$ cat src/design/swm_pkg.sv
`timescale 1ns / 1ps

package swm_pkg;

  localparam int CFG_W                = 7;
  localparam int WINDOW_MAX_DEFAULT   = 64;
  localparam int SAMPLE_WIDTH_DEFAULT = 16;

  localparam logic [CFG_W-1:0] WINDOW_SIZE_RESET = CFG_W'(3);

  // Broadcast from the top level to every cell of the row.
  typedef struct packed {
    logic load;   // an item is accepted this cycle
    logic clear;  // item starts a new sequence
    logic pop;    // departing sample equals the queue front
    logic full;   // every entry survives the discard: drop the front
  } swm_ctrl_t;

endpackage

$ cat src/design/swm_cell.sv
`timescale 1ns / 1ps

module swm_cell #(
  parameter int SAMPLE_WIDTH = 16,
  parameter int INDEX        = 0,
  parameter int KW           = 7
) (
  input  logic                    clk,
  input  logic                    rst,
  input  swm_pkg::swm_ctrl_t      ctrl,
  input  logic [SAMPLE_WIDTH-1:0] sample,
  input  logic [SAMPLE_WIDTH-1:0] front,
  input  logic [KW-1:0]           tap,
  input  logic [SAMPLE_WIDTH-1:0] hist_in,
  output logic [SAMPLE_WIDTH-1:0] hist,
  output logic                    hit,
  input  logic [SAMPLE_WIDTH-1:0] cand_in,
  input  logic                    cand_valid_in,
  input  logic                    keep_in,
  output logic [SAMPLE_WIDTH-1:0] cand,
  output logic                    cand_valid,
  output logic                    keep,
  output logic [SAMPLE_WIDTH-1:0] cand_next
);
  import swm_pkg::*;

  logic [SAMPLE_WIDTH-1:0] cur;
  logic                    cur_valid;
  logic                    cand_valid_next;

  // Entry as seen after a possible front pop.
  assign cur       = ctrl.pop ? cand_in : cand;
  assign cur_valid = ctrl.pop ? cand_valid_in : (cand_valid & ~ctrl.clear);
  assign keep      = cur_valid && !($signed(cur) < $signed(sample));

  // Delay line tap: flag a match between the departing sample and the front.
  assign hit = (tap == KW'(INDEX)) && (hist == front);

  always_comb begin
    cand_next       = cur;
    cand_valid_next = 1'b0;
    if (ctrl.full) begin
      // every slot stays occupied when the row overflows
      cand_next       = cand_in;
      cand_valid_next = 1'b1;
    end else if (keep) begin
      cand_next       = cur;
      cand_valid_next = 1'b1;
    end else if (keep_in) begin
      // first discarded slot takes the new sample
      cand_next       = sample;
      cand_valid_next = 1'b1;
    end
  end

  always_ff @(posedge clk) begin
    if (rst) begin
      cand_valid <= 1'b0;
    end else if (ctrl.load) begin
      cand_valid <= cand_valid_next;
    end
  end

  always_ff @(posedge clk) begin
    if (ctrl.load) begin
      cand <= cand_next;
      hist <= hist_in;
    end
  end

endmodule

$ cat config.mk
export PLATFORM = sky130hd
export DESIGN_NAME = swm_cell
export DESIGN_NICKNAME = d
export VERILOG_FILES = /design/src/design/swm_pkg.sv /design/src/design/swm_cell.sv
export SDC_FILE = /design/constraint.sdc
export NUM_CORES = 1
export LEC_CHECK = 0
export ABC_AREA = 1
export ABC_CLOCK_PERIOD_IN_PS = 9000
export BUFFER_PORTS_ARGS = -buffer_cell sky130_fd_sc_hd__buf_2
export CORE_MARGIN = 2
export CORE_UTILIZATION = 40
export CTS_CLUSTER_SIZE = 8
export DETAILED_ROUTE_END_ITERATION = 10
export PLACE_DENSITY = 0.72
export REMOVE_ABC_BUFFERS = 1
export SLEW_MARGIN = 5
export SYNTH_ARGS = -nofsm -noshare
export SYNTH_HDL_FRONTEND = slang
export SYNTH_SLANG_ARGS = --single-unit
$ cat constraint.sdc
create_clock -name clk -period 9 [get_ports clk]
set_clock_uncertainty 0.2 [all_clocks]
set_input_delay 1.8 -clock clk [delete_from_list [all_inputs] [get_ports clk]]
set_output_delay 1.8 -clock clk [all_outputs]
set_load 0.1 [all_outputs]
==> metrics <==
Max Root-Sink Buffers 2; Synth async-reset ratio 0%; TritonCTS Sinks 33; WHS Path Cells 2; Crit Reg-Reg Endpoint cand[1]; critical path class input port to primary output; DR DRC count 0; io pins 130; Synth Warn # 0; Critical Path AT 4710 ps; Post-CTS Hold Buffers 0; final wirelength 7020 um; cells after synthesis 338; Max Clk Rate 149 MHz; initial core utilization 41.7%; Rows 28; origin of the critical flop-to-flop path cand[15]; M1 WL 3130 um; final cell count without fillers 537; CTS-repair resized insts 0; min cycle time layout 6710 ps; Vias 2622; leading area contributor after synthesis edfxtp_1; met2 WL 3290 um; status finished clean; VDD IR-drop max 0.000110 V; clk_lat worst skew 290 ps; first-pass GRT wire length 11500 um; DP HPWL 5370 um; die width 83.0 um; slew margin rel. 47.7%; CTS root buf clkbuf_8; Total Die Area 6890 um2; Fin. Hold Viols 0; number of fill cells in the layout 592; Startpoint Class input port; Fin Setup TNS 0 ps; Least-Margin Pin Slew 783 ps; # setup viols final 0; Port Buffers 129; Yosys cell types 32; final worst path period share 74.6%; Mean Syn Cell Area 7.39 um2; Critical Path RT 7000 ps; cts bufs inserted 5; placed insts 529; vias in the first global route 2448; Main synth FF type edfxtp_1; die height 83.0 um; initial DRC count 157; Worst Min Path Start cand_valid; CTS tree yes; H-tree level count 2; routed vias/inst 4.88; Synth-to-Final Area Change 31.2%; max-slew violation count 0; Hold EP cand_valid; Clk pin slew, worst setup/hold paths 70 ps; most frequent cells in the layout 165 x nand2_1, 129 x buf_2, 32 x edfxtp_1; Post-synth EDFFs 32; Reg2Reg Setup Slack 6170 ps; largest net degree at the start of global routing 35; met3 WL post-DR 572 um; number of nets in the layout 555; most common cell after layout, fill and taps aside nand2_1; pwr/cell area 188 nW/um2; share of the synthesized area in the top cell type 38.5%; Post CTS Setup Buffer Count 0; Tot GR Track Use 20.4%; WL/cell 13.1 um; antenna-violating nets left 0; grt ovf 0; reg2reg path depth 13; type of the worst min-delay path flop to flop; area of the core 5990 um2; ranking of synthesized cells by area edfxtp_1 38%, nand2_1 25%, ha_1 7.5%, nand4_1 4.5%, inv_1 3.8%; layout cell share with drive strength beyond 1 32.0%; multi-input logic area 1340 um2; leakage 1.80 nW; antenna violations before repair 0; area of the mapped netlist 2500 um2; Storage cell area 981 um2; CP Max Fanout 18; CP endpoint kind primary output; 1st-pass router iterations 4; Max-Cap Viols 0; routability cong. 0.878; RSZ-0062 raised after global routing false; antenna diode count 0; highest routed layer met4; register area share after synthesis 39.3%; Synth Register Bits 33
## registers in the layout (all words and copies together), names as in the netlist
name        count
cand           16
cand_valid      1
hist           16
## synthesized netlist by cell type, types with 2 or more instances
cell      count
a21oi_1       6
buf_2         2
buf_4         2
clkbuf_1      8
edfxtp_1     32
ha_1         15
inv_1        25
inv_2         3
nand2_1     165
nand2_2       3
nand3_1       2
nand3_4       2
nand4_1      18
nor2_1        9
nor4_1        3
o21ai_0      17
or2_2         2
xnor2_1       5
xor2_1        6
## worst max path at each step
stage / from / to / slack, ps
after global placement: ctrl[1] / cand_next[9] / 2350
after CTS: ctrl[1] / cand_next[1] / 2300
final: ctrl[1] / cand_next[1] / 2290
after global routing: ctrl[1] / cand_next[1] / 2010
after detailed placement: ctrl[1] / cand_next[1] / 2320
after floorplan: front[7] / hit / 1760
## cell families (layout without fill, tap and decap cells)
group                    after synthesis  in the layout  synth area share (%)
AND/OR/NAND/NOR                      209            209                  36.1
AO/OA/AOI/OAI                         28             28                  6.16
flip-flops                            33             33                  39.3
adder cells (fa/ha/maj)               15             15                  7.52
XOR/XNOR                              11             11                  3.86
buffers and inverters                 42            166                  7.11
## where the power goes
group / switching, mW / internal [mW]
logic: 0.232 / 0.0562
clock network: 0.0554 / 0.0817
registers: 0.00761 / 0.185
total: 0.295 / 0.322
## per-layer routing
layer | vias to the layer above | track usage, %
met4 | 0 | 4.02
met5 | - | 0
li1 | 1352 | -
met3 | 2 | 4.47
met2 | 124 | 34.1
met1 | 1144 | 27.2
## cell type report
class                           count  area share [%]
Clock inverter                      2            1.03
Multi-Input combinational cell    263            40.9
Inverter                           29            3.40
Timing Repair Buffer              129            19.7
Tap cell                           75            2.86
Clock buffer                        6            2.21
Sequential cell                    33            29.9
## worst max-delay path, stage by stage
cell and delay [ps]:
buf_2 320, inv_4 170, nand2_1 90, nand2_1 90, ha_1 380, a21oi_1 180, o21ai_0 100, nor2_1 280
nand3_4 260, nand3_4 300, nand2_1 80, nand2_1 70, nand2_1 50, nand2_1 100, buf_2 430
## per-stage QoR
stage	hold slack (ps)	utilization (%)	worst slack, ps	power (mW)	instance area (um2)
finish	354	54.7	2290	0.617	3280
global route	389	54.7	2010	0.649	3280
CTS	375	54.7	2300	0.622	3280
detailed placement	365	52.9	2320	0.484	3170
global placement	368	52.9	2350	0.481	3170
floorplan	774	-	1760	0.422	2430
Note: power is estimated with default switching activity, not from simulation.
